**src/sv/sgm_pkg.sv**
```systemverilog
package sgm_pkg;
    localparam int MAX_LINE_PIXELS_DEF = 1024;
    localparam int CH_W = 8;
    localparam int NUM_LANES = 3;
    localparam int PIX_W = CH_W * NUM_LANES;
    localparam int WIDTH_W = 11;
    localparam int HEIGHT_W = 16;
    localparam int CFG_IDX_W = 1;
    localparam int CFG_DATA_W = 16;
    localparam logic [CFG_IDX_W-1:0] REG_IMAGE_WIDTH = 1'b0;
    localparam logic [CFG_IDX_W-1:0] REG_IMAGE_HEIGHT = 1'b1;
    localparam logic [WIDTH_W-1:0] WIDTH_RESET = 11'd1024;
    localparam logic [HEIGHT_W-1:0] HEIGHT_RESET = 16'd768;
    // Sobel sums fit in 11 bits signed (|g| <= 1020)
    localparam int GRAD_W = 11;
    localparam int SQ_W = 21;

    typedef struct packed {
        logic [CH_W-1:0] a0;
        logic [CH_W-1:0] a1;
        logic [CH_W-1:0] a2;
        logic [CH_W-1:0] b0;
        logic [CH_W-1:0] b2;
        logic [CH_W-1:0] c0;
        logic [CH_W-1:0] c1;
        logic [CH_W-1:0] c2;
    } win_t;
endpackage

```
**src/sv/sgm_lane.sv**
```systemverilog
// One channel: gradients -> squares -> 8-step restoring isqrt, pipelined.
module sgm_lane (
    input  logic                 clk,
    input  logic                 en,
    input  sgm_pkg::win_t        win,
    output logic [sgm_pkg::CH_W-1:0] mag
);
    import sgm_pkg::*;

    logic signed [GRAD_W-1:0] gx_reg, gy_reg;
    logic [SQ_W:0]             sum_reg;
    logic signed [GRAD_W-1:0] gx_next, gy_next;

    always_comb
    begin
        gx_next = (GRAD_W'(win.a2) + (GRAD_W'(win.b2) <<< 1) + GRAD_W'(win.c2))
                - (GRAD_W'(win.a0) + (GRAD_W'(win.b0) <<< 1) + GRAD_W'(win.c0));
        gy_next = (GRAD_W'(win.c0) + (GRAD_W'(win.c1) <<< 1) + GRAD_W'(win.c2))
                - (GRAD_W'(win.a0) + (GRAD_W'(win.a1) <<< 1) + GRAD_W'(win.a2));
    end

    logic [2*GRAD_W-1:0] sqx, sqy;
    assign sqx = (2*GRAD_W)'(gx_reg * gx_reg);
    assign sqy = (2*GRAD_W)'(gy_reg * gy_reg);

    // isqrt stages: one bit per stage, 128 down to 1
    logic [SQ_W:0]   s_reg [9];
    logic [CH_W-1:0] r_reg [9];
    logic            sat_reg [9];

    always_ff @(posedge clk)
    begin
        if (en)
        begin
            gx_reg   <= gx_next;
            gy_reg   <= gy_next;
            sum_reg  <= (SQ_W+1)'(sqx[SQ_W-1:0]) + (SQ_W+1)'(sqy[SQ_W-1:0]);
            s_reg[0]   <= sum_reg;
            r_reg[0]   <= '0;
            sat_reg[0] <= (sum_reg >= (SQ_W+1)'(65536));
            for (int i = 0; i < 8; i++)
            begin
                logic [CH_W-1:0] t;
                t = r_reg[i] | CH_W'(8'd128 >> i);
                s_reg[i+1]   <= s_reg[i];
                sat_reg[i+1] <= sat_reg[i];
                if ((SQ_W+1)'(t) * (SQ_W+1)'(t) <= s_reg[i])
                    r_reg[i+1] <= t;
                else
                    r_reg[i+1] <= r_reg[i];
            end
        end
    end

    assign mag = sat_reg[8] ? 8'd255 : r_reg[8];
endmodule

```
**config.mk**
```make
export PLATFORM = sky130hd
export DESIGN_NAME = sgm_lane
export DESIGN_NICKNAME = d
export VERILOG_FILES = /design/src/sv/sgm_pkg.sv /design/src/sv/sgm_lane.sv
export SDC_FILE = /design/constraint.sdc
export NUM_CORES = 1
export LEC_CHECK = 0
export BUFFER_PORTS_ARGS = -buffer_cell sky130_fd_sc_hd__clkbuf_2
export CORE_MARGIN = 2
export CORE_UTILIZATION = 60
export CTS_CLUSTER_SIZE = 40
export DETAILED_ROUTE_END_ITERATION = 8
export PLACE_DENSITY_LB_ADDON = 0.25
export SETUP_SLACK_MARGIN = 0.2
export SYNTH_ARGS = -nofsm -noshare
export SYNTH_HDL_FRONTEND = slang
export SYNTH_SLANG_ARGS = --single-unit
```
**constraint.sdc**
```tcl
create_clock -name clk -period 10.8 [get_ports clk]
set_clock_uncertainty 0.05 [all_clocks]
set_input_delay 2.16 -clock clk [delete_from_list [all_inputs] [get_ports clk]]
set_output_delay 2.16 -clock clk [all_outputs]
set_load 0.02 [all_outputs]
```
==> results of run 1 <==
cell usage in the layout (no fill, tap or decap), types with 37 or more instances in the layout:
cell / count
inv_1: 565
nor2_1: 75
clkbuf_2: 72
xnor2_1: 106
nand2_1: 101
a21oi_1: 81
o21ai_0: 45
ha_1: 297
edfxtp_1: 265
and2_1: 65
fa_1: 316
nor2b_1: 37
cell type report:
class | instances | area share (%)
repair buffers | 76 | 1.46
clock inverters | 24 | 1.10
inverters | 565 | 7.80
clock buffers | 32 | 2.79
multi-input cells | 1400 | 55.1
well taps | 539 | 2.48
flip-flops and latches | 265 | 29.3
stage by stage:
stage / util (%) / worst slack [ps] / area (µm²) / hold WS, ps
floorplan: - / 4190 / 25200 / 350
global placement: 62.7 / 3980 / 26100 / 351
detailed placement: 62.7 / 3750 / 26100 / 355
CTS: 65.2 / 3730 / 27200 / 362
global route: 65.2 / 3260 / 27200 / 355
finish: 65.2 / 3710 / 27200 / 358
worst max-delay path by stage:
stage,start,to,cells after the start
after global routing,gx_reg[0]$_DFFE_PP_,sum_reg[20]$_DFFE_PP_,26
after global placement,gx_reg[1]$_DFFE_PP_,sum_reg[20]$_DFFE_PP_,24
after CTS,gx_reg[0]$_DFFE_PP_,sum_reg[20]$_DFFE_PP_,25
final,gx_reg[0]$_DFFE_PP_,sum_reg[20]$_DFFE_PP_,25
after detailed placement,gx_reg[0]$_DFFE_PP_,sum_reg[20]$_DFFE_PP_,25
after floorplan,gx_reg[2]$_DFFE_PP_,sum_reg[20]$_DFFE_PP_,26
layer usage:
| metal | vias to the layer above | wire length [µm] |
|---|---|---|
| met3 | 93 | 1570 |
| met5 | - | 0 |
| met4 | 0 | 1400 |
| met2 | 283 | 26200 |
| li1 | 7423 | - |
| met1 | 7767 | 18100 |
worst max-delay path, stage by stage (launching register included):
cell      delay, ps
edfxtp_1        610
inv_1           180
nor2_1          250
inv_1           100
fa_1            430
fa_1            540
inv_1            40
ha_1            320
fa_1            550
inv_1            60
fa_1            540
inv_1            50
ha_1            330
o21a_1          200
o21a_1          170
o41a_1          140
o41a_1          360
xor2_1          160
ha_1            370
a21o_1          190
a21oi_1         180
o21ai_0         130
a221o_2         380
a211oi_1        220
o21bai_1        110
xor2_1          150
cell families (layout without fill, tap and decap cells):
family / after synthesis / after routing / share of synthesized area [%]
adder cells (fa/ha/maj): 613 / 613 / 39.9
XOR/XNOR: 138 / 138 / 4.80
buffers and inverters: 596 / 697 / 8.89
AND/OR/NAND/NOR: 392 / 392 / 8.06
flip-flops: 265 / 265 / 31.6
multiplexers: 6 / 6 / 0.249
AO/OA/AOI/OAI: 251 / 251 / 6.48
==> results.md, run 1 <==
* Status: finished clean
* Final worst path period share at 65.6%
* Fin cells at 2901
* Top_reg_cell synth: edfxtp_1
* Vias per cell at 5.37
* Hold path start: sum_reg[5]$_DFFE_PP_
* Iteration-0 DRC Markers at 698
* Vias in the first global route at 17463
* Yosys reg bits at 265
* Die area at 0.0436 mm²
* Reg-to-Reg End: sum_reg[20]$_DFFE_PP_
* Synthesis-to-layout area growth at 7.99%
* CTS Root Cell: clkbuf_16
* Synth Cell Area at 0.0252 mm²
* Worst Setup End Kind: flop
* CORE AREA at 0.0417 mm²
* # rows at 75
* R2r setup slk at 3710 ps
* WHS Endpoint: s_reg[0][5]$_DFFE_PP_
* # port buffers at 73
* Die width at 209 µm
* Post-synth EDFFs at 265
* Clock sinks at 265
* Area leader, netlist: edfxtp_1
* TritonRoute pass-1 iters at 5
* GR Util met1 at 26.5%
* Actual slew at the worst max-slew pin at 898 ps
* CP Class: reg -> reg
* Synth top area share at 31.6%
* Final WL at 47200 µm
* DRC errors left at 0
* Max reg flops at 176
* Clock Path Buffers at 3
* Post-synthesis sequential area ratio at 31.6%
* Die Y at 209 µm
* Multi-input gate area at 0.0150 mm²
* Final HPWL DP at 39000 µm
* Largest net degree at the start of global routing at 97
* H-Tree Depth at 1
* Clock Latency Late Sink at 580 ps
* Synth warnings at 0
* Worst-path clk slew at 60 ps
* CTS resizes at 0
* Final nets at 3017
* FF-to-FF Start: gx_reg[0]$_DFFE_PP_
* Rel. slew slack at 40.1%
* Commonest cells in the netlist: inv_1, fa_1, ha_1, edfxtp_1, xnor2_1
* Max-capacitance violation count at 0
* Share of cells above drive strength 1 at 6.52%
* Total global-route track usage at 23.2%
* Via count at 15566
* Layer with the highest usage: met2
* Storage cell area at 0.00796 mm²
* Post-layout min period at 7090 ps
* TritonCTS Buffers at 30
* Fmax at 141 MHz
* Worst min path class: reg -> reg
* CP required at 11070 ps
* Most frequent cell after synthesis: inv_1
* Avg Cell Area, Syn at 11.1 µm²
* Grt met2 use at 45.4%
* Final Setup Violations at 0
* Placed cell count at 2845
* Hold path depth at 0
* Initial antenna violation count at 0
* Crit-path max FO at 10
* Setup bufs post-CTS at 0
* Worst Reg-to-Reg Cells at 25
* Ports at 74
* CTS Hold Bufs at 0
* Slew Limit Fails at 0
* Yosys cell types at 59
* Fill count at 3257
* WL/cell at 16.3 µm
* Antenna cells at 0
* First-pass GRT wire length at 81500 µm
* Unrepaired setup endpoints after global routing: false
* Met3 GRT Util at 2.71%
* Fin. Hold Viols at 0
* Worst Path Arrival at 7360 ps
* CTS tree: yes
* Ranking of synthesized cells by area: edfxtp_1, fa_1, ha_1
* CP startpoint kind: flop
* Mapped Cells at 2261
* Asr flop ratio synth at 0%
* Remaining Overflow, GRT at 0
* Syn nets at 2940
* TNS Setup at 0 ps
* Initial core utilization at 60.4%
* Final GP Congestion at 0.919
* Detail Route Antenna Nets at 0
Power of run 1 is not shown: default switching activity piles up to over one toggle a cycle in this logic, so the estimate is an artifact.
==> run 2: changes to the inputs <==
CORE_UTILIZATION = 59   (was 60)
clock period = 5.73 ns   (was 10.8 ns; I/O delays follow)
==> run 2 against run 1 <==
Against the previous run:
- sequential cell count stayed put
- count of clock-buffer cells in the layout shrank 2
- the run now ends with setup timing left
- setup slack worse by 4400 ps
- utilization increased by 7.3 points
- global-route usage increased by 1.2 points
==> results.md, run 2 (synthesized netlist as in run 1, its figures left out) <==
* Share of cells above drive strength 1 at 24.4% (+18 points)
* Final WL at 53400 µm (+13%)
* Max reg flops at 176 (unchanged)
* Crit path from: gx_reg[3]$_DFFE_PP_
* DRC errors left at 0 (unchanged)
* CORE AREA at 0.0420 mm² (+0.90%)
* Initial core utilization at 59.9% (-0.54 points)
* Fill count at 2836 (-13%)
* CP startpoint kind: flop
* Worst Path Arrival at 6650 ps (-710 ps)
* CP endpoint: sum_reg[20]$_DFFE_PP_
* CP Class: reg -> reg
* Multi-input gate area at 0.0160 mm² (+7.1%)
* Clock sinks at 265 (unchanged)
* Synthesis-to-layout area growth at 21.1%
* # rows at 75 (unchanged)
* Post-layout min period at 6370 ps (-717 ps)
* Fmax at 157 MHz (+11%)
* Die Y at 211 µm (+0.83%)
* Max-capacitance violation count at 0 (unchanged)
* Slew Limit Fails at 0 (unchanged)
* Final GP Congestion at 0.908 (-1.2%)
* Die area at 0.0443 mm² (+1.7%)
* Failing checks: setup timing
* Actual slew at the worst max-slew pin at 941 ps (+43.1 ps)
* Most frequent cells in the layout: inv_1, fa_1, buf_4
* Reg-to-Reg End: sum_reg[20]$_DFFE_PP_
* Crit-path max FO at 4 (-6)
* H-Tree Depth at 1 (unchanged)
* Die width at 211 µm (+0.83%)
* Hold WS at 365 ps (+6.97 ps)
* FF-to-FF Start: gx_reg[3]$_DFFE_PP_
* TNS Setup at -4390 ps (-4390 ps)
* Vias per cell at 5.30 (-1.2%)
* R2r setup slk at -640 ps (-4350 ps)
* Worst Reg-to-Reg Cells at 26 (+4.0%)
* Worst Setup End Kind: flop
* Vias in the first global route at 18371 (+5.2%)
* Ports at 74 (unchanged)
* Status: complete, but fails checks
* # port buffers at 73 (unchanged)
* Clock Latency Late Sink at 580 ps (about the same)
* Post-route setup slack at -642 ps (-4350 ps)
* Iteration-0 DRC Markers at 776 (+11%)
* Worst min path class: reg -> reg
* Worst-path clk slew at 70 ps (about the same)
* Most common cell after layout, fill and taps aside: inv_1
* CP required at 6010 ps (-5060 ps)
* CTS Root Cell: clkbuf_16
* Detail Route Antenna Nets at 0 (unchanged)
* WL/cell at 16.7 µm (+2.6%)
* TritonCTS Buffers at 28 (-6.7%)
* Rel. slew slack at 35.6% (-4.5 points)
* TritonRoute pass-1 iters at 5 (unchanged)
* Final HPWL DP at 42000 µm (+7.6%)
* Largest net degree at the start of global routing at 106 (+9.3%)
* Clock Path Buffers at 3 (unchanged)
* Final worst path period share at 111% (+46 points)
* First-pass GRT wire length at 86500 µm (+6.1%)
* Final nets at 3312 (+9.8%)
* Via count at 16940 (+8.8%)
* Remaining Overflow, GRT at 0 (unchanged)
* Initial antenna violation count at 2 (+2)
* CTS tree: yes
* Unrepaired setup endpoints after global routing: true
* Storage cell area at 0.00796 mm² (unchanged)
* Final Setup Violations at 11 (+11)
* Fin. Hold Viols at 0 (unchanged)
* Total global-route track usage at 24.5% (+1.2 points)
* CTS Hold Bufs at 0 (unchanged)
[run 2: area by class of cell]
cell class                 count  area share (%)
multi-input combinational   1400            52.6
tap                          539            2.21
timing repair buffer         373            9.05
antenna                        2          0.0164
sequential                   265            26.1
inverter                     565            6.98
clock buffer                  30            2.32
clock inverter                22           0.710
[run 2: how the worst min path moves through the flow]
stage,cells after the start,startpoint,to
finish,0,sum_reg[3]$_DFFE_PP_,s_reg[0][3]$_DFFE_PP_
global route,0,sum_reg[3]$_DFFE_PP_,s_reg[0][3]$_DFFE_PP_
CTS,0,sum_reg[3]$_DFFE_PP_,s_reg[0][3]$_DFFE_PP_
detailed placement,0,s_reg[0][12]$_DFFE_PP_,s_reg[0][34]$_DFFE_PP_
global placement,0,s_reg[0][8]$_DFFE_PP_,s_reg[0][30]$_DFFE_PP_
floorplan,0,sum_reg[0]$_DFFE_PP_,s_reg[0][0]$_DFFE_PP_
[run 2: through the flow]
step / std cells / setup slack [ps] / area [µm²] / utilization (%)
finish: 3196 / -642 / 30500 / 72.5
global route: 3194 / -879 / 30500 / 72.5
CTS: 3162 / -602 / 29700 / 70.6
detailed placement: 3080 / -793 / 28100 / 66.9
global placement: 3080 / -639 / 28100 / 66.9
floorplan: 2261 / -511 / 25400 / -
[run 2: timing repair]
item,4_1_cts,5_1_grt
gates resized for setup,89,142
endpoints found under the setup margin,13,15
cloned,1,0
pin swaps,94,127
buffers inserted,29,32
[run 2: worst max-delay path: stages (launching register included)]
cell and delay [ps]:
edfxtp_1 450, buf_6 140, nand2_2 50, fa_1 500, inv_2 50, fa_1 490, inv_2 40, fa_1 480
inv_1 50, fa_1 490, inv_2 40, fa_1 510, inv_2 50, ha_4 210, o21a_1 100, o21a_1 160
o41a_1 120, o41a_1 360, a21o_1 180, a21oi_2 130, xnor2_1 150, ha_1 280, and3_1 190, a221o_2 420
a211oi_2 190, o21bai_1 90, xor2_1 140
[run 2: metal layers]
layer	track usage [%]	routed length, µm	up-vias
li1	-	-	8022
met1	27.5	20100	8438
met2	46.7	29200	348
met3	3.40	2010	132
met4	9.37	2080	0
met5	0	0	-
Power of run 2 is left out for the same reason.
==> run 3: changes to the inputs <==
CORE_UTILIZATION = 55   (was 59)
CTS_BUF_LIST = sky130_fd_sc_hd__clkbuf_2 sky130_fd_sc_hd__clkbuf_4 sky130_fd_sc_hd__clkbuf_8   (was default)
==> run 3 against run 2 <==
Against the previous run:
- the flow still finishes with violations (setup timing)
- die area up 7.1%
- via count decreased by 0.10%
- cell area increased by 0.55%
- first-iteration DRC count increased by 1.9%
- register-to-register slack hardly changed
- count of clock-buffer cells in the layout increased by 24
- setup slack improved by 3.9 ps
- final cell count up 3.3%
- critical path depth stayed put
- critical endpoint unchanged
==> results.md, run 3 (synthesized netlist as in run 1, its figures left out) <==
* Placement Cell Area at 0.0282 mm² (+0.28%)
* Most frequent cells in the layout: inv_1, fa_1, buf_4
* Final WL at 53200 µm (-0.34%)
* WP buf/inv at 6 (unchanged)
* Worst-path clk slew at 60 ps (about the same)
* Grt met2 use at 45.3% (-1.3 points)
* Remaining Overflow, GRT at 0 (unchanged)
* Slowest stage delay, CP at 500 ps (about the same)
* Worst min path class: reg -> reg
* Synthesis-to-layout area growth at 21.8%
* Final nets at 3343 (+0.94%)
* CTS Root Cell: clkbuf_8
* Antenna cells at 0 (-2)
* Rel. slew slack at 36.0% (+0.38 points)
* Slew Limit Fails at 0 (unchanged)
* Post-route setup slack at -638 ps (+3.86 ps)
* Max-capacitance violation count at 0 (unchanged)
* CP startpoint kind: flop
* CTS tree: yes
* Final GP Congestion at 0.914 (+0.73%)
* CP required at 6000 ps (about the same)
* Core Util, Final at 67.7% (-4.8 points)
* Iteration-0 DRC Markers at 791 (+1.9%)
* Slowest CP cell: fa_1
* First-pass GRT wire length at 87100 µm (+0.73%)
* DRC errors left at 0 (unchanged)
* Die width at 218 µm (+3.5%)
* Fmax at 157 MHz (about the same)
* Cell area after layout at 0.0307 mm² (+0.55%)
* Initial antenna violation count at 0 (-2)
* R2r setup slk at -640 ps (about the same)
* Clock Latency Late Sink at 600 ps (+20 ps)
* Vias in the first global route at 18683 (+1.7%)
* Cell family with most CP delay: adder cells
* Max reg flops at 176 (unchanged)
* Setup WS pre-CTS at -796 ps (-2.54 ps)
* Ports at 74 (unchanged)
* Total global-route track usage at 23.1% (-1.3 points)
* Layer with the highest usage: met2
* Failing checks: setup timing
* Post-layout min period at 6370 ps (-3.86 ps)
* H-Tree Depth at 2 (+1)
* FF-to-FF Start: gx_reg[3]$_DFFE_PP_
* Vias per cell at 5.13 (-3.3%)
* Initial core utilization at 55.6% (-4.3 points)
* Clock sinks at 265 (unchanged)
* CP Depth at 26 (unchanged)
* Final Setup Violations at 11 (unchanged)
* Met3 GRT Util at 2.75% (-0.65 points)
* GR Util met1 at 25.4% (-2.1 points)
* CP endpoint: sum_reg[20]$_DFFE_PP_
* WL/cell at 16.1 µm (-3.5%)
* TritonRoute pass-1 iters at 5 (unchanged)
* Worst Reg-to-Reg Cells at 26 (unchanged)
* Die area at 0.0475 mm² (+7.1%)
* Reg-to-Reg End: sum_reg[20]$_DFFE_PP_
* Status: complete, but fails checks
* Actual slew at the worst max-slew pin at 960 ps (+18.7 ps)
* Unrepaired setup endpoints after global routing: true
* # port buffers at 73 (unchanged)
* Most numerous cell on the critical path: ha_1
* Final HPWL DP at 42300 µm (+0.74%)
* Largest net degree at the start of global routing at 83 (-22%)
* CORE AREA at 0.0453 mm² (+7.7%)
* Crit-path max FO at 5 (+1)
* TritonCTS Buffers at 46 (+64%)
* Die Y at 218 µm (+3.5%)
* Crit path from: gx_reg[3]$_DFFE_PP_
* Most common cell after layout, fill and taps aside: inv_1
* Clock Path Buffers at 3 (unchanged)
* Via count at 16923 (-0.10%)
* Final worst path period share at 111% (about the same)
* Worst Setup End Kind: flop
* Share of cells above drive strength 1 at 25.4% (+1.1 points)
* Fin. Hold Viols at 0 (unchanged)
* Worst Path Arrival at 6640 ps (about the same)
* CTS Hold Bufs at 0 (unchanged)
* CP Class: reg -> reg
* # rows at 78 (+4.0%)
* Detail Route Antenna Nets at 0 (unchanged)
-- run 3: cell count changes in the layout (fill, tap and decap cells not counted), moves of 4 or more --
cell / change
clkbuf_16: -28
ha_1: -4
clkbuf_8: +46
xnor2_2: +5
clkinv_1: +12
clkbuf_4: +8
buf_4: +19
xnor2_1: -5
clkinv_2: +4
inv_6: -4
-- run 3: layout make-up --
cell class | count | area [µm²]
Inverter | 565 | 2130
Clock buffer | 54 | 693
Fill cell | 3341 | 14600
Tap cell | 600 | 751
Timing Repair Buffer | 386 | 2820
Multi-Input combinational cell | 1400 | 16000
Sequential cell | 265 | 7960
Clock inverter | 32 | 282
-- run 3: metrics by stage --
stage | setup TNS [ps] | hold slack [ps] | instances
after CTS | -3760 | 343 | 3266
final | -4090 | 337 | 3302
after detailed placement | -5040 | 355 | 3143
after global routing | -6300 | 353 | 3302
after floorplan | -1550 | 350 | 2261
after global placement | -3720 | 350 | 3143
-- run 3: worst min path at each step --
stage                     depth (start not counted)                     end             startpoint  slack (ps)
after floorplan                                   0   s_reg[0][0]$_DFFE_PP_   sum_reg[0]$_DFFE_PP_         350
after global placement                            0   s_reg[0][8]$_DFFE_PP_   sum_reg[8]$_DFFE_PP_         350
after detailed placement                          0  s_reg[0][10]$_DFFE_PP_  sum_reg[10]$_DFFE_PP_         350
after CTS                                         0  s_reg[0][15]$_DFFE_PP_  sum_reg[15]$_DFFE_PP_         340
after global routing                              0  s_reg[0][15]$_DFFE_PP_  sum_reg[15]$_DFFE_PP_         350
final                                             0  s_reg[0][15]$_DFFE_PP_  sum_reg[15]$_DFFE_PP_         340
-- run 3: timing repair --
action / CTS / global route
buffers inserted: 37 / 36
gates resized for setup: 76 / 146
hold endpoints to repair: 0 / 0
pin swaps: 59 / 116
endpoints found under the setup margin: 14 / 15
-- run 3: metal layers --
metal	wire (µm)	up-vias
li1	-	8083
met3	1540	123
met1	20300	8409
met5	0	-
met4	1820	0
met2	29600	308
Power of run 3 is left out for the same reason.
